**config.mk**
```make
export PLATFORM = sky130hd
export DESIGN_NAME = c_style_token_scanner_flat
export DESIGN_NICKNAME = d
export VERILOG_FILES = /design/src/rtl/csts_pkg.sv /design/src/rtl/csts_in_if.sv /design/src/rtl/csts_out_if.sv /design/src/rtl/csts_scan.sv /design/src/rtl/c_style_token_scanner.sv /design/src/flat_wrapper.sv
export SDC_FILE = /design/constraint.sdc
export NUM_CORES = 1
export LEC_CHECK = 0
export ABC_CLOCK_PERIOD_IN_PS = 7880
export BUFFER_PORTS_ARGS = -buffer_cell sky130_fd_sc_hd__buf_4
export CORE_MARGIN = 2
export CORE_UTILIZATION = 45
export DETAILED_ROUTE_END_ITERATION = 8
export HOLD_SLACK_MARGIN = 0.1
export SLEW_MARGIN = 10
export SYNTH_ARGS = -nofsm -noshare
export SYNTH_HDL_FRONTEND = slang
export SYNTH_SLANG_ARGS = --single-unit
```
**constraint.sdc**
```tcl
create_clock -name clk_i -period 7.88 [get_ports clk_i]
set_input_delay 0.394 -clock clk_i [delete_from_list [all_inputs] [get_ports clk_i]]
set_output_delay 0.394 -clock clk_i [all_outputs]
set_load 0.1 [all_outputs]
```
**src/rtl/csts_pkg.sv**
```systemverilog
`timescale 1ns / 1ps
// ---------------------------------------------------------------------------
// csts_pkg
// Shared types and constants of the C-style token scanner: token kinds,
// the keyword table and the descriptor word that leaves the scanner.
// ---------------------------------------------------------------------------
package csts_pkg;

  localparam int OUT_POS_W = 16;
  localparam int OUT_LEN_W = 8;

  localparam int NUM_KW  = 15;
  // characters that the keyword filter looks at; no keyword is longer
  localparam int KW_POS  = 8;
  localparam int KW_W    = 8 * KW_POS;

  localparam int FIFO_DEPTH = 4;

  localparam logic [7:0] CH_NUL   = 8'h00;
  localparam logic [7:0] CH_TAB   = 8'h09;
  localparam logic [7:0] CH_LF    = 8'h0a;
  localparam logic [7:0] CH_CR    = 8'h0d;
  localparam logic [7:0] CH_SPACE = 8'h20;
  localparam logic [7:0] CH_BANG  = 8'h21;
  localparam logic [7:0] CH_DOT   = 8'h2e;
  localparam logic [7:0] CH_0     = 8'h30;
  localparam logic [7:0] CH_9     = 8'h39;
  localparam logic [7:0] CH_LT    = 8'h3c;
  localparam logic [7:0] CH_EQ    = 8'h3d;
  localparam logic [7:0] CH_GT    = 8'h3e;
  localparam logic [7:0] CH_UC_A  = 8'h41;
  localparam logic [7:0] CH_UC_Z  = 8'h5a;
  localparam logic [7:0] CH_US    = 8'h5f;
  localparam logic [7:0] CH_LC_A  = 8'h61;
  localparam logic [7:0] CH_LC_Z  = 8'h7a;

  // keyword text, left aligned, first character in the top byte
  localparam logic [KW_W-1:0] KW_TEXT [NUM_KW] = '{
    {"if",       48'h0},
    {"else",     32'h0},
    {"while",    24'h0},
    {"for",      40'h0},
    {"int",      40'h0},
    {"float",    24'h0},
    {"char",     32'h0},
    {"void",     32'h0},
    {"return",   16'h0},
    {"break",    24'h0},
    {"continue"},
    {"do",       48'h0},
    {"switch",   16'h0},
    {"case",     32'h0},
    {"default",  8'h0}
  };

  localparam logic [3:0] KW_LEN [NUM_KW] = '{
    4'd2, 4'd4, 4'd5, 4'd3, 4'd3, 4'd5, 4'd4, 4'd4,
    4'd6, 4'd5, 4'd8, 4'd2, 4'd6, 4'd4, 4'd7
  };

  typedef enum logic [2:0] {
    KIND_IDENT   = 3'd0,
    KIND_KEYWORD = 3'd1,
    KIND_NUMBER  = 3'd2,
    KIND_REL     = 3'd3,
    KIND_END     = 3'd4,
    KIND_UNKNOWN = 3'd5
  } kind_e;

  typedef struct packed {
    kind_e                kind;
    logic [OUT_POS_W-1:0] line;
    logic [OUT_POS_W-1:0] column;
    logic [OUT_LEN_W-1:0] length;
    logic                 last;
  } token_t;

  // up to two descriptors produced by one word
  typedef struct packed {
    logic [1:0]       count;
    token_t [1:0]     tok;
  } emit_t;

  function automatic logic [7:0] kw_char(input int k, input logic [2:0] pos);
    logic [KW_W-1:0] w;
    w = KW_TEXT[k];
    return w[KW_W-1 - 8*int'(pos) -: 8];
  endfunction

endpackage

```
**src/rtl/csts_in_if.sv**
```systemverilog
`timescale 1ns / 1ps
// ---------------------------------------------------------------------------
// csts_in_if
// Text byte channel: valid/ready handshake with one byte or end marker.
// ---------------------------------------------------------------------------
interface csts_in_if;
  logic       valid;
  logic       ready;
  logic [7:0] char_code;
  logic       end_of_input;

  modport source (output valid, char_code, end_of_input, input ready);
  modport sink   (input valid, char_code, end_of_input, output ready);
endinterface

```
**src/rtl/csts_out_if.sv**
```systemverilog
`timescale 1ns / 1ps
// ---------------------------------------------------------------------------
// csts_out_if
// Token descriptor channel: valid/ready handshake with one descriptor.
// ---------------------------------------------------------------------------
interface csts_out_if;
  logic        valid;
  logic        ready;
  logic [2:0]  token_kind;
  logic [15:0] start_line;
  logic [15:0] start_column;
  logic [7:0]  token_length;
  logic        last;

  modport source (output valid, token_kind, start_line, start_column, token_length, last,
                  input ready);
  modport sink   (input valid, token_kind, start_line, start_column, token_length, last,
                  output ready);
endinterface

```
**src/rtl/csts_scan.sv**
```systemverilog
`timescale 1ns / 1ps
// ---------------------------------------------------------------------------
// csts_scan
// Scanner state and per-byte logic: classifies the byte, moves the token
// state machine, tracks line/column and reports up to two descriptors.
// ---------------------------------------------------------------------------
module csts_scan #(
  parameter int POSITION_BITS = 16,
  parameter int LENGTH_BITS   = 8
) (
  input  logic                clk_i,
  input  logic                rst_ni,
  input  logic                step_i,
  input  logic [7:0]          char_i,
  input  logic                eoi_i,
  output csts_pkg::emit_t     emit_o
);

  typedef enum logic [2:0] {
    MODE_IDLE  = 3'd0,
    MODE_IDENT = 3'd1,
    MODE_INT   = 3'd2,
    MODE_FRAC  = 3'd3,
    MODE_OP    = 3'd4
  } mode_e;

  localparam logic [POSITION_BITS-1:0] POS_ONE = POSITION_BITS'(1);
  localparam logic [POSITION_BITS-1:0] POS_MAX = '1;
  localparam logic [LENGTH_BITS-1:0]   LEN_ONE = LENGTH_BITS'(1);
  localparam logic [LENGTH_BITS-1:0]   LEN_MAX = '1;

  mode_e                      mode_q, mode_d;
  logic [POSITION_BITS-1:0]   line_q, line_d, col_q, col_d;
  logic [POSITION_BITS-1:0]   tline_q, tline_d, tcol_q, tcol_d;
  logic [POSITION_BITS-1:0]   adv_line, adv_col;
  logic [LENGTH_BITS-1:0]     len_q, len_d, len_inc;
  logic [csts_pkg::NUM_KW-1:0] cand_q, cand_d, cand_filt, cand_start;

  logic eoi, is_letter, is_digit, is_space, is_op, is_us, is_dot;
  logic kw_hit, cont, op_eq, fresh, closed, femit;
  csts_pkg::kind_e  close_kind;
  csts_pkg::token_t ctok, ftok;
  csts_pkg::emit_t  emit;

  always_comb begin
    eoi       = eoi_i || (char_i == csts_pkg::CH_NUL);
    is_letter = (char_i >= csts_pkg::CH_UC_A && char_i <= csts_pkg::CH_UC_Z) ||
                (char_i >= csts_pkg::CH_LC_A && char_i <= csts_pkg::CH_LC_Z);
    is_digit  = char_i >= csts_pkg::CH_0 && char_i <= csts_pkg::CH_9;
    is_space  = char_i == csts_pkg::CH_SPACE ||
                (char_i >= csts_pkg::CH_TAB && char_i <= csts_pkg::CH_CR);
    is_op     = char_i == csts_pkg::CH_EQ || char_i == csts_pkg::CH_BANG ||
                char_i == csts_pkg::CH_LT || char_i == csts_pkg::CH_GT;
    is_us     = char_i == csts_pkg::CH_US;
    is_dot    = char_i == csts_pkg::CH_DOT;

    // position after consuming this byte
    if (char_i == csts_pkg::CH_LF) begin
      adv_line = (line_q == POS_MAX) ? line_q : line_q + POS_ONE;
      adv_col  = POS_ONE;
    end else begin
      adv_line = line_q;
      adv_col  = (col_q == POS_MAX) ? col_q : col_q + POS_ONE;
    end

    len_inc = (len_q == LEN_MAX) ? len_q : len_q + LEN_ONE;

    // keyword candidates: filter at the current position, and first-char match
    kw_hit = 1'b0;
    for (int k = 0; k < csts_pkg::NUM_KW; k++) begin
      cand_filt[k]  = cand_q[k] && (len_q < LENGTH_BITS'(csts_pkg::KW_POS)) &&
                      (csts_pkg::kw_char(k, len_q[2:0]) == char_i);
      cand_start[k] = csts_pkg::kw_char(k, 3'd0) == char_i;
      if (cand_q[k] && len_q == LENGTH_BITS'(csts_pkg::KW_LEN[k])) begin
        kw_hit = 1'b1;
      end
    end

    case (mode_q)
      MODE_IDENT: close_kind = kw_hit ? csts_pkg::KIND_KEYWORD : csts_pkg::KIND_IDENT;
      MODE_INT,
      MODE_FRAC:  close_kind = csts_pkg::KIND_NUMBER;
      default:    close_kind = csts_pkg::KIND_REL;
    endcase

    cont = !eoi && (((mode_q == MODE_IDENT) && (is_letter || is_digit || is_us)) ||
                    ((mode_q == MODE_INT) && (is_digit || is_dot)) ||
                    ((mode_q == MODE_FRAC) && is_digit));
    op_eq = !eoi && (mode_q == MODE_OP) && (char_i == csts_pkg::CH_EQ);

    mode_d  = mode_q;
    line_d  = line_q;
    col_d   = col_q;
    tline_d = tline_q;
    tcol_d  = tcol_q;
    len_d   = len_q;
    cand_d  = cand_q;
    fresh   = 1'b1;
    closed  = 1'b0;
    femit   = 1'b0;

    ctok.kind   = close_kind;
    ctok.line   = csts_pkg::OUT_POS_W'(tline_q);
    ctok.column = csts_pkg::OUT_POS_W'(tcol_q);
    ctok.length = csts_pkg::OUT_LEN_W'(len_q);
    ctok.last   = 1'b1;

    ftok.kind   = csts_pkg::KIND_UNKNOWN;
    ftok.line   = csts_pkg::OUT_POS_W'(line_q);
    ftok.column = csts_pkg::OUT_POS_W'(col_q);
    ftok.length = csts_pkg::OUT_LEN_W'(LEN_ONE);
    ftok.last   = 1'b1;

    if (mode_q != MODE_IDLE) begin
      if (cont) begin
        fresh  = 1'b0;
        len_d  = len_inc;
        line_d = adv_line;
        col_d  = adv_col;
        if (mode_q == MODE_IDENT) begin
          cand_d = cand_filt;
        end
        if (mode_q == MODE_INT && is_dot) begin
          mode_d = MODE_FRAC;
        end
      end else if (op_eq) begin
        // two-character relational operator
        fresh       = 1'b0;
        closed      = 1'b1;
        ctok.kind   = csts_pkg::KIND_REL;
        ctok.length = csts_pkg::OUT_LEN_W'(len_inc);
        line_d      = adv_line;
        col_d       = adv_col;
        mode_d      = MODE_IDLE;
        len_d       = '0;
      end else begin
        closed = 1'b1;
        mode_d = MODE_IDLE;
        len_d  = '0;
      end
    end

    if (fresh) begin
      if (eoi) begin
        femit       = 1'b1;
        ftok.kind   = csts_pkg::KIND_END;
        ftok.length = '0;
        mode_d      = MODE_IDLE;
        line_d      = POS_ONE;
        col_d       = POS_ONE;
        tline_d     = POS_ONE;
        tcol_d      = POS_ONE;
        len_d       = '0;
        cand_d      = '1;
      end else if (is_space) begin
        line_d = adv_line;
        col_d  = adv_col;
      end else if (is_letter || is_us || is_digit || is_op) begin
        tline_d = line_q;
        tcol_d  = col_q;
        len_d   = LEN_ONE;
        line_d  = adv_line;
        col_d   = adv_col;
        if (is_digit) begin
          mode_d = MODE_INT;
        end else if (is_op) begin
          mode_d = MODE_OP;
        end else begin
          mode_d = MODE_IDENT;
          cand_d = cand_start;
        end
      end else begin
        femit  = 1'b1;
        line_d = adv_line;
        col_d  = adv_col;
      end
    end

    emit.count = 2'd0;
    emit.tok   = {ctok, ctok};
    if (closed && femit) begin
      ctok.last   = 1'b0;
      emit.tok[0] = ctok;
      emit.tok[1] = ftok;
      emit.count  = 2'd2;
    end else if (closed) begin
      emit.tok[0] = ctok;
      emit.count  = 2'd1;
    end else if (femit) begin
      emit.tok[0] = ftok;
      emit.count  = 2'd1;
    end
    if (!step_i) begin
      emit.count = 2'd0;
    end
  end

  assign emit_o = emit;

  always_ff @(posedge clk_i or negedge rst_ni) begin
    if (!rst_ni) begin
      mode_q  <= MODE_IDLE;
      line_q  <= POS_ONE;
      col_q   <= POS_ONE;
      tline_q <= POS_ONE;
      tcol_q  <= POS_ONE;
      len_q   <= '0;
      cand_q  <= '1;
    end else if (step_i) begin
      mode_q  <= mode_d;
      line_q  <= line_d;
      col_q   <= col_d;
      tline_q <= tline_d;
      tcol_q  <= tcol_d;
      len_q   <= len_d;
      cand_q  <= cand_d;
    end
  end

endmodule

```
**src/rtl/c_style_token_scanner.sv**
```systemverilog
`timescale 1ns / 1ps
// ---------------------------------------------------------------------------
// c_style_token_scanner
// Streaming lexer for C-style text: one byte per word in, token descriptors
// (kind, start line, start column, length) out.
// ---------------------------------------------------------------------------
//
//  channel | dir | word
//  --------+-----+---------------------------------------------------------
//  in_i    | in  | char_code, end_of_input
//  out_o   | out | token_kind, start_line, start_column, token_length, last
//
// One byte per cycle while the result queue has room. A byte is held in the
// input register, is scanned and its 0..2 descriptors land in a 4-entry
// result queue; the queue drains one descriptor per cycle while the receiver
// is ready, so bytes that close one token and start an emitting one add two
// descriptors. Input stalls only when the queue cannot take two more. Reset
// leaves position 1:1 and no open token; no clearing pass is needed.
// ---------------------------------------------------------------------------
module c_style_token_scanner #(
  parameter int POSITION_BITS = 16,
  parameter int LENGTH_BITS   = 8
) (
  input  logic        clk_i,
  input  logic        rst_ni,
  csts_in_if.sink     in_i,
  csts_out_if.source  out_o
);

  localparam int PTR_W = $clog2(csts_pkg::FIFO_DEPTH);
  localparam int CNT_W = PTR_W + 1;

  logic                    in_vld_q;
  logic [7:0]              char_q;
  logic                    eoi_q;
  logic                    room, step, pop;
  csts_pkg::emit_t         emit;
  csts_pkg::token_t        fifo_q [csts_pkg::FIFO_DEPTH];
  csts_pkg::token_t        head;
  logic [PTR_W-1:0]        wr_ptr_q, rd_ptr_q;
  logic [CNT_W-1:0]        cnt_q, cnt_d;

  assign room       = cnt_q <= CNT_W'(csts_pkg::FIFO_DEPTH - 2);
  assign step       = in_vld_q && room;
  assign in_i.ready = !in_vld_q || room;

  always_ff @(posedge clk_i or negedge rst_ni) begin
    if (!rst_ni) begin
      in_vld_q <= 1'b0;
    end else if (in_i.ready) begin
      in_vld_q <= in_i.valid;
    end
  end

  always_ff @(posedge clk_i) begin
    if (in_i.ready && in_i.valid) begin
      char_q <= in_i.char_code;
      eoi_q  <= in_i.end_of_input;
    end
  end

  csts_scan #(
    .POSITION_BITS (POSITION_BITS),
    .LENGTH_BITS   (LENGTH_BITS)
  ) u_scan (
    .clk_i  (clk_i),
    .rst_ni (rst_ni),
    .step_i (step),
    .char_i (char_q),
    .eoi_i  (eoi_q),
    .emit_o (emit)
  );

  // result queue
  assign head  = fifo_q[rd_ptr_q];
  assign pop   = out_o.valid && out_o.ready;
  assign cnt_d = cnt_q + CNT_W'(emit.count) - CNT_W'(pop);

  always_ff @(posedge clk_i or negedge rst_ni) begin
    if (!rst_ni) begin
      wr_ptr_q <= '0;
      rd_ptr_q <= '0;
      cnt_q    <= '0;
    end else begin
      wr_ptr_q <= wr_ptr_q + PTR_W'(emit.count);
      if (pop) begin
        rd_ptr_q <= rd_ptr_q + PTR_W'(1);
      end
      cnt_q <= cnt_d;
    end
  end

  always_ff @(posedge clk_i) begin
    if (emit.count != 2'd0) begin
      fifo_q[wr_ptr_q] <= emit.tok[0];
    end
    if (emit.count == 2'd2) begin
      fifo_q[wr_ptr_q + PTR_W'(1)] <= emit.tok[1];
    end
  end

  assign out_o.valid        = cnt_q != '0;
  assign out_o.token_kind   = head.kind;
  assign out_o.start_line   = head.line;
  assign out_o.start_column = head.column;
  assign out_o.token_length = head.length;
  assign out_o.last         = head.last;

endmodule

```
**src/flat_wrapper.sv**
```systemverilog
// flat-port wrapper written by rule: the top's interface ports become plain ports
module c_style_token_scanner_flat 
#(
  parameter int POSITION_BITS = 16,
  parameter int LENGTH_BITS   = 8
)
  (clk_i, rst_ni, in_i_valid, in_i_char_code, in_i_end_of_input, in_i_ready, out_o_valid, out_o_token_kind, out_o_start_line, out_o_start_column, out_o_token_length, out_o_last, out_o_ready);
  csts_in_if in_i_i ();
  csts_out_if out_o_i ();
  input  logic clk_i;
  input  logic rst_ni;
  input wire logic [$bits(in_i_i.valid)-1:0] in_i_valid;
  input wire logic [$bits(in_i_i.char_code)-1:0] in_i_char_code;
  input wire logic [$bits(in_i_i.end_of_input)-1:0] in_i_end_of_input;
  output wire logic [$bits(in_i_i.ready)-1:0] in_i_ready;
  output wire logic [$bits(out_o_i.valid)-1:0] out_o_valid;
  output wire logic [$bits(out_o_i.token_kind)-1:0] out_o_token_kind;
  output wire logic [$bits(out_o_i.start_line)-1:0] out_o_start_line;
  output wire logic [$bits(out_o_i.start_column)-1:0] out_o_start_column;
  output wire logic [$bits(out_o_i.token_length)-1:0] out_o_token_length;
  output wire logic [$bits(out_o_i.last)-1:0] out_o_last;
  input wire logic [$bits(out_o_i.ready)-1:0] out_o_ready;
  assign in_i_i.valid = in_i_valid;
  assign in_i_i.char_code = in_i_char_code;
  assign in_i_i.end_of_input = in_i_end_of_input;
  assign in_i_ready = in_i_i.ready;
  assign out_o_valid = out_o_i.valid;
  assign out_o_token_kind = out_o_i.token_kind;
  assign out_o_start_line = out_o_i.start_line;
  assign out_o_start_column = out_o_i.start_column;
  assign out_o_token_length = out_o_i.token_length;
  assign out_o_last = out_o_i.last;
  assign out_o_i.ready = out_o_ready;
  c_style_token_scanner #(.POSITION_BITS(POSITION_BITS), .LENGTH_BITS(LENGTH_BITS)) u_core (.clk_i(clk_i), .rst_ni(rst_ni), .in_i(in_i_i), .out_o(out_o_i));
endmodule
```
# Yosys cells after proc, flatten, opt, wreduce, memory -nomap -nowiden
# Memory sizes are Yosys's and may differ from the RTL's.
# Index checks and enable logic that the tools add are counted.
# classes
addsub	9
magnitude_cmp	10
eq_ne	49
n_shift	15
n_mux	93
reduce_logical	87
# op_table
operator	n
71-bit by 7-bit variable part select with 8-bit output (first input constant)	15
16-bit 2-to-1 mux	20
44-bit 2-to-1 mux	4
15-bit 2-to-1 mux	9
8-bit equality test	15
7-bit by 8-bit equality test with 1-bit output (first input constant)	10
8-bit 2-to-1 mux	10
1-bit logical AND	60
8-bit by 6-bit equality test with 1-bit output (second input constant)	6
3-bit 2-to-1 mux	12
1-bit 2-to-1 mux	35
16-bit by 1-bit adder with 16-bit output (second input constant)	2
16-bit equality test (second input constant)	2
8-bit by 3-bit equality test with 1-bit output (second input constant)	4
8-bit by 2-bit equality test with 1-bit output (second input constant)	2
8-bit by 4-bit equality test with 1-bit output (second input constant)	2
8-bit by 7-bit greater-or-equal comparator with 1-bit output (second input constant)	2
8-bit by 7-bit less-or-equal comparator with 1-bit output (second input constant)	2
1-bit logical OR	15
3-bit nonzero test	3
8-bit by 1-bit adder with 8-bit output (second input constant)	1
8-bit by 7-bit equality test with 1-bit output (second input constant)	1
8-bit equality test (second input constant)	1
8-bit by 4-bit greater-or-equal comparator with 1-bit output (second input constant)	1
other kinds (23)	29
# totals
regBits	107
ramBits	176
inputBits	13
output_inout_bits	46
word_cells	277
memories	1
# mem_list
name	depth	word_bits	rd	rd_clocked_by_memory_dff	write_ports	line_no	rtl
u_core.fifo_q	4	44	1	0	2	c_style_token_scanner.sv:38	csts_pkg::token_t fifo_q [csts_pkg::FIFO_DEPTH];

# Depth between registers and ports, before layout
# Gate-level depths: netlist of run 1.
# logic_depth
depth_word	25
mapped_depth	16
depth_no_buf	14

# Modules after synthesis
# A second synthesis of run 1 with hierarchy kept.
# unflattened
hier_cells	1332
area_unflattened_um2	16547.1
# by_module_without_submodules
mod	n_inst	cells_each	area_each_um2	seq_area_each_um2
c_style_token_scanner	1	482	9288.9	5755.5
csts_scan	1	850	7258.2	2275.9

# Worst setup path after synthesis of run 1
# OpenSTA, ideal clock, no wires.
# synth_path
kind	reg2reg
start	reg u_core.char_q[6]
end	mem u_core.fifo_q[1][27] in the netlist's numbering (data pin)
setup_ns	0.132
arrival_ns	6.374
required_ns	7.748
setup_slack_ns	1.374
path_stages_with_launch	17
path_buffers	5
period_less_slack_ns	6.506
cell_sequence	edfxtp_1 -> clkbuf_1 -> or4_1 -> o21ai_2 -> buf_2 -> buf_2 -> o21ai_0 -> inv_1 -> ha_1 -> clkbuf_1 -> nand2_1 -> o21a_1 -> nor3_1 -> nand2_1 -> o21ai_1 -> buf_2 -> a22o_1
# synth_rtl
item	line_no	rtl
from (decl)	c_style_token_scanner.sv:34	logic [7:0] char_q;
from (signal assigned)	c_style_token_scanner.sv:57	char_q <= in_i.char_code;
to (decl)	c_style_token_scanner.sv:38	

==> results of run 1 <==
[kinds of logic (layout without fill, tap and decap cells)]
logic type | count (synthesis) | in the layout | share of synthesized area
muxes | 53 | 53 | 0.0695
xor gates and xnor gates | 55 | 55 | 0.0308
and+or+nand+nor | 377 | 377 | 0.123
adders and majority gates | 18 | 18 | 0.0149
DFF | 283 | 283 | 0.512
AOI/OAI and AO/OA | 414 | 414 | 0.204
buffers and inverters | 155 | 174 | 0.0459
[power groups by stage]
stage	Combinational (uW)	Clock [uW]	Sequential, uW
floorplan	2710	0	2020
global placement	3340	0	2170
detailed placement	3350	0	2170
CTS	3370	1370	2150
global route	3540	1440	2180
finish	3360	1350	2140
[state kept, by name, indices dropped and copies added, names as in the netlist]
name	flops
u_core.fifo_q	176
u_core.u_scan.col_q	16
u_core.u_scan.line_q	16
u_core.u_scan.tcol_q	16
u_core.u_scan.tline_q	16
u_core.u_scan.cand_q	15
u_core.char_q	8
u_core.u_scan.len_q	8
u_core.cnt_q	3
u_core.u_scan.mode_q	3
u_core.rd_ptr_q	2
u_core.wr_ptr_q	2
u_core.eoi_q	1
u_core.in_vld_q	1
[timing repair]
action                                 in CTS  in global routing
gates resized for setup                     0                  0
hold buffers                               11                  0
endpoints found under the hold margin      38                  0
[worst paths after layout]
check / cells past startpoint / end / start
setup reg to reg: 12 / u_core.fifo_q[2][19] / u_core.char_q[4]
setup / recovery: 12 / u_core.fifo_q[2][19] / u_core.char_q[4]
max in group asynchronous: 3 / u_core.u_scan.len_q[0] / rst_ni
hold reg to reg: 2 / u_core.u_scan.cand_q[2] / u_core.u_scan.cand_q[2]
min in group asynchronous: 2 / u_core.cnt_q[1] / rst_ni
hold / removal: 3 / u_core.rd_ptr_q[0] / out_o_ready
[Yosys cell counts, types with 7 or more instances]
master,n,area (um2)
nor3_1,40,200
inv_1,24,90.1
o21ai_0,45,225
clkbuf_1,54,203
dfrtp_1,79,1980
a32o_1,8,80.1
dfstp_2,19,499
nand2b_1,10,62.6
buf_2,32,160
nand4_1,13,81.3
a22o_1,160,1400
o21ai_1,10,50.1
and2_1,12,75.1
buf_6,9,101
a21oi_1,51,255
nand3_1,32,160
o22ai_1,12,75.1
xor2_1,19,166
or3_1,7,43.8
a211oi_1,9,67.6
and3_1,9,56.3
ha_1,17,213
mux4_2,44,991
nand2_1,68,255
a31oi_1,17,106
o22a_1,7,61.3
xnor2_1,36,315
edfxtp_1,181,5440
nor2_1,112,420
buf_1,26,97.6
nor2b_1,14,87.6
and4_1,7,61.3
o31ai_1,7,52.6
nor4_1,15,93.8
or2_2,7,43.8
[per-layer routing]
| metal | global-route usage | share of wire | up-vias |
|---|---|---|---|
| met5 | 0 | 0 | - |
| met4 | 0.0596 | 0.025 | 0 |
| met3 | 0.0298 | 0.059 | 78 |
| met2 | 0.394 | 0.49 | 409 |
| met1 | 0.312 | 0.43 | 5753 |
| li1 | - | - | 5270 |
[area by class of cell]
cell class	instances	area [um2]	share of cell area
clock inverter	11	129	0.00747
tap	455	569	0.0330
inverter	28	110	0.00638
timing repair buffer	92	718	0.0416
multi-input combinational	917	6940	0.402
clock buffer	43	798	0.0462
sequential	283	8000	0.463
[critical path, cell delays in order, from the launching register on]
cell	delay, ps
edfxtp_1	740
buf_4	350
nor4b_1	460
a22oi_1	170
o22a_1	260
and2_1	190
o21ai_0	270
ha_1	350
nor2b_1	200
nor2_1	150
nand3_1	240
a21oi_4	1000
a22o_1	280
[metrics by stage]
step | power (uW) | cell area (um2) | setup slack (ps)
after global routing | 7160 | 17300 | 2770
after global placement | 5500 | 16200 | 3290
after floorplan | 4730 | 15600 | 1370
after CTS | 6890 | 17300 | 3140
after detailed placement | 5530 | 16200 | 3170
final | 6850 | 17300 | 3060
==> summary by stage, run 1 <==
Outcome
The run finished with clean final reports.

STA
Summed over all failing endpoints, the final setup total negative slack is 0 ps. Setup violations remaining at the end of the flow were counted as 0. The number of hold violations in the final report is 0. The share of the clock period used by the worst path is 0.611. Setup repair after global routing left no endpoint under its margin. The worst slack on hold paths is between 200 and 250 ps. The clock skew after layout is 17.5 ps. At the pin with the least slew margin, the transition time is 1190 ps. The headroom to the max-slew limit is 0.208.

The number of max-slew violations in the final report is 0. The worst path needs 4820 ps of the cycle, external delays included. The achievable frequency is 0.208 GHz.

Global routing
Entering global routing, the biggest net connects 69 pins. For this run the aggregate overflow at the end of global routing stands at 0. The first global-routing pass estimated around 65 mm of wire. For this run, the total global-route usage over all layers was measured as 0.231. The via count of the first global-routing pass came to 11300. The initial antenna violation count was 0.

Floorplan
After floorplanning, the core was sized to cover 0.0344 mm2. The initial core utilization is 0.454. During I/O placement, the number of pins put on the boundary was 59. The number of standard-cell rows in the floorplan is 68. The floorplan die height is 190 um. The die is 190 um wide. The floorplan step defined a die boundary enclosing 0.0362 mm2.

Hold path
The type of the tightest min-delay check is input port to register.

CTS
The number of H-tree levels is 1. The clock reaches the later pin of the worst-skew pair after 550 ps. TritonCTS built the clock tree. The master cell of the clock root buffer is clkbuf_16. After clock tree synthesis, the clock-pin slew on the worst setup and hold paths is 70 ps. The clock passes through at most 3 buffers.

In this run, CTS created clock tree buffers numbering 29. The clock sink total is 283. The number of buffers inserted to repair setup after CTS is 0.

Finish
For this run, the share of the core covered by cells in the final layout is 0.502. The area growth from synthesis to layout is 10.5%. The non-filler instance count after layout is 1829.

Leaving out fill and tap cells, the most frequent cell in the layout is edfxtp_1. In the final layout, the share of cells above drive strength 1 is 0.165. Counting the fill cells in the layout gives 3069. The total number of nets in the final design is 1382. The count of antenna diodes in the layout is 0. In the layout the commonest cells are 181 x edfxtp_1, 160 x a22o_1, 111 x nor2_1.

Power
The combinational cell fraction of total power is 0.490. The switching fraction of total power is 0.475. Of the total power, the clock network draws 0.197. The internal power contribution is 3600 uW. The analysis attributes to cell leakage a power of 0.00616 uW. Power spread over the standard cell area amounts to 397 mW/mm2.

The largest vdd supply drop is 0.303 mV. Summed over all nets, the switching power comes to roughly 3300 uW. The sequential power share is 0.312.

Logic synthesis
The unique cell type count in the Yosys netlist is between 90 and 100. The synthesized netlist cell count is 1355. Dividing the synthesized area by the synthesized cell count gives 11.5 um2. For this run, the leading register cell type out of synthesis is edfxtp_1. The mapped netlist covers around 0.016 mm2. The number of nets handed over by synthesis was ~1400. The fraction of registers with async set or reset after synthesis is 0.346. In this run, synthesis inferred 181 flip-flops with an integrated enable.

The part of the Yosys area used for sequential elements is 0.512. The total number of yosys warnings is 0. The flop and latch count out of synthesis is 283.

Detailed routing
The detailed router's first-iteration violation count is between 900 and 1000. The number of vias per cell after detailed routing is 6.29. For this run, design rule violations remaining after detail routing come to 0. Summing over every cut layer, the via total after detailed routing is ~12000. For this run, the detailed router's first-pass iteration total came to 5. The total wire length is 41.9 mm. Dividing the detail-routed wire length by the instance count gives 22.9 um.

Once detail routing completed, the nets flagged for antenna violations numbered 0.

Worst setup path
Across all register-to-register paths, the minimum setup slack is 3060 ps. The worst setup path is launched from a register. The data arrival time of the critical path is 5220 ps. The kind of critical path is register to register.

The kind of end point of the critical path is a register. Along the worst path, the maximum fanout reaches 32. Data on the critical path is required at its endpoint by between 8000 and 9000 ps.

Placed design
The congestion estimate from routability-driven global placement came to around 0.92. Detailed placement finished with a half-perimeter wire length of 26.0 mm. The count of placed standard cells including taps is 1764. In this run the tool buffered the top-level ports with 58 buffer cells.

Run
The tool flagged a number of max-cap violations equal to 0.
(Power assumes the default switching activity.)
==> inputs of run 2 (changes only) <==
--- a/config.mk
+++ b/config.mk
@@ -5,7 +5,7 @@
 export SDC_FILE = /design/constraint.sdc
 export NUM_CORES = 1
 export LEC_CHECK = 0
-export ABC_CLOCK_PERIOD_IN_PS = 7880
+export ABC_CLOCK_PERIOD_IN_PS = 4100
 export BUFFER_PORTS_ARGS = -buffer_cell sky130_fd_sc_hd__buf_4
 export CORE_MARGIN = 2
 export CORE_UTILIZATION = 45
==> constraint.sdc (replaced) <==
create_clock -name clk_i -period 4.1 [get_ports clk_i]
set_input_delay 0.205 -clock clk_i [delete_from_list [all_inputs] [get_ports clk_i]]
set_output_delay 0.205 -clock clk_i [all_outputs]
set_load 0.1 [all_outputs]
==> summary by stage, run 2 (synthesis gave the netlist of run 1 again) <==
Outcome
The flow ran to the end, and the final reports show no timing, DRC or antenna violations.

Floorplan
The number of standard-cell rows in the floorplan is just under 70. The floorplan step defined a die boundary enclosing around 0.036 mm2. The floorplan die height is between 150 and 200 um.

The number of primary I/O pins is roughly 60. The total core area is 0.0344 mm2. The die is 190 um wide.

The initial utilization of the core area, before any placement, comes to 0.454.

STA
Once routing completed, OpenROAD measured the worst setup slack at 190 ps. The worst path needs 3910 ps of the cycle, external delays included. The count of final setup violators is 0. The achievable frequency is 0.256 GHz. The number of hold violations in the final report is 0. The share of the clock period used by the worst path is 0.954. The headroom to the max-slew limit is 0.291.

The number of max-slew violations in the final report is 0. The total negative slack is 0 ps. Setup repair after global routing left no endpoint under its margin. The clock skew after layout is 8.52 ps. At the pin with the least slew margin, the transition time is 1060 ps.

Global routing
The via count of the first global-routing pass is roughly 11000. The first global-routing pass estimated approximately 67 mm of wire. The initial antenna violation count is 0. The met3 demand-to-capacity share in global routing is 0.0232. The met1 global-route usage is 0.328. The global-route usage over all layers is 0.237. The largest net degree at the start of global routing is 65. The layer flagged by global routing as most heavily used is met2. The total global routing overflow is 0. For met2 alone, demand over resource in global routing was 0.399.

CTS
The number of H-tree levels is 1. No sink is reached through more buffers than the 3 on the longest clock path. The master cell of the clock root buffer is clkbuf_16. The clock tree from TritonCTS is yes. The latest clock arrival within the worst-skew pair is 550 ps.

The number of buffers created by CTS is 30. For this design, the sink count on the clock tree is roughly 280. The clock slew seen by the registers of the worst setup and hold paths is around 60 ps.

Power
The analysis attributes to cell leakage a power of between 0.006 and 0.007 uW. The worst-case IR drop observed on VDD is ~0.67 mV. Dividing total power by cell area gives a power density of between 700 and 800 mW/mm2.

Detailed routing
The routed layout has 11600 vias. The detailed router's first-iteration violation count is 867. The detailed-route DRC error count is 0.

The total wire length is 44.3 mm. The count of antenna-violating nets left after detailed routing is 0. Dividing the detail-routed via count by the number of cells gives 6.21. The pre-antenna-repair detailed-routing pass consisted of 7 iterations. Dividing the detail-routed wire length by the instance count gives 23.8 um.

Placed design
The post-detailed-placement half-perimeter wirelength is 27.3 mm. At the end of routability-driven placement, the weighted congestion stood at ~0.94. After detailed placement, the total cell area comes to around 0.017 mm2.

The count of placed standard cells including taps is 1789. Port buffering added 58 buffers. Timing analysis after detailed placement gives a worst setup slack of 107 ps.

Worst setup path
The data arrival time of the critical path is 4330 ps. The element type at the critical path start is a register. The slowest stage of the critical path belongs to the cell a21oi_4. The kind of critical path is register to register.

The data required time of the critical path is 4520 ps. The top cell family by delay on the critical path is compound AO/OA/AOI/OAI gates. The kind of end point of the critical path is a register. The signal on the critical path passes through or4_4 -> o21ai_4 -> o21ai_2 -> o31a_4 -> clkinv_8 -> ha_4 -> nor2b_2 -> or3_1 -> a21oi_4 -> a22o_1. Along the worst path, the maximum fanout reaches 16. The number of buffer and inverter instances along the worst setup path is 1. The worst stage delay on the critical path is 630 ps.

Finish
The register with the most flip-flops in the layout has approximately 180 of them. The design area is 0.0178 mm2. The library cell used most frequently in the layout, excluding fill and tap cells, is edfxtp_1. In the final layout, the share of cells above drive strength 1 is 0.195. Compared with the post-synthesis result, the final layout area differs by 13.8%. The count of antenna diodes in the layout is 0. At the end of the flow the core is filled with cells to 0.517. The net count of the finished layout is 1415. The register with the most flip-flops is u_core.fifo_q.

In the layout the commonest cells are 181 x edfxtp_1, 160 x a22o_1, 111 x nor2_1. The non-filler instance count after layout is 1863.

Run
Across the run, the number of max-cap violations was 0.

Hold path
The worst hold path belongs to the class input port to async pin.
-- run 2: cell count changes in the layout (fill, tap and decap cells not counted), moves of 2 or more --
cell	delta
a21oi_4	+3
buf_12	+7
buf_4	+19
clkbuf_1	-4
clkbuf_16	+2
clkinv_2	+5
ha_1	-2
ha_4	+2
nand2_1	-2
nand2_2	+2
o21ai_4	+3
-- run 2: repair_timing --
| item | 4_1_cts | 5_1_grt |
|---|---|---|
| hold buffers | 12 | 0 |
| gates resized for setup | 0 | 9 |
| endpoints found under the hold margin | 55 | 0 |
| setup buffers | 0 | 2 |
| endpoints found under the setup margin | 0 | 128 |
-- run 2: worst register-to-register path: stages, from the launching register on --
cell and delay [ps]:
edfxtp_1 550, or4_4 600, o21ai_4 240, o21ai_2 120, o31a_4 340, clkinv_8 130
ha_4 240, nor2b_2 180, or3_1 480, a21oi_4 630, a22o_1 270
-- run 2: layout make-up --
cell class                 count  area, um2
multi-input combinational    921       7080
clock buffer                  40        820
inverter                      28        118
sequential                   283       8000
fill                        3039      16600
tap                          455        569
clock inverter                16        161
timing repair buffer         120       1020
-- run 2: worst paths after layout --
check                                              start                  endpoint  slack [ps]  cells after the start
worst max-delay path                    u_core.char_q[0]      u_core.fifo_q[3][23]         190                     10
worst min-delay path                              rst_ni  u_core.u_scan.tline_q[4]         300                      2
worst min register to register  u_core.u_scan.cand_q[12]  u_core.u_scan.cand_q[12]         470                      2
worst max register to register          u_core.char_q[0]      u_core.fifo_q[3][23]         190                     10
min in group clk_i                     in_i_char_code[6]          u_core.char_q[6]         380                      2
max in group asynchronous                         rst_ni   u_core.u_scan.col_q[14]        2820                      3
-- run 2: layer usage --
metal,part of all wire,vias up
met3,0.054,65
met1,0.43,5797
li1,-,5343
met2,0.49,366
met4,0.022,0
met5,0,-
-- run 2: per-stage QoR --
stage	hold slack [ps]	total power [uW]
final	301	13700
after global routing	376	14200
after CTS	354	13600
after detailed placement	386	10900
after global placement	384	10800
after floorplan	-90.6	9180
-- run 2: report_power, final --
part | internal (uW) | leakage, uW | switching (uW)
clock network | 1590 | 0.000484 | 1120
logic | 1900 | 0.00290 | 4900
registers | 3670 | 0.00300 | 473
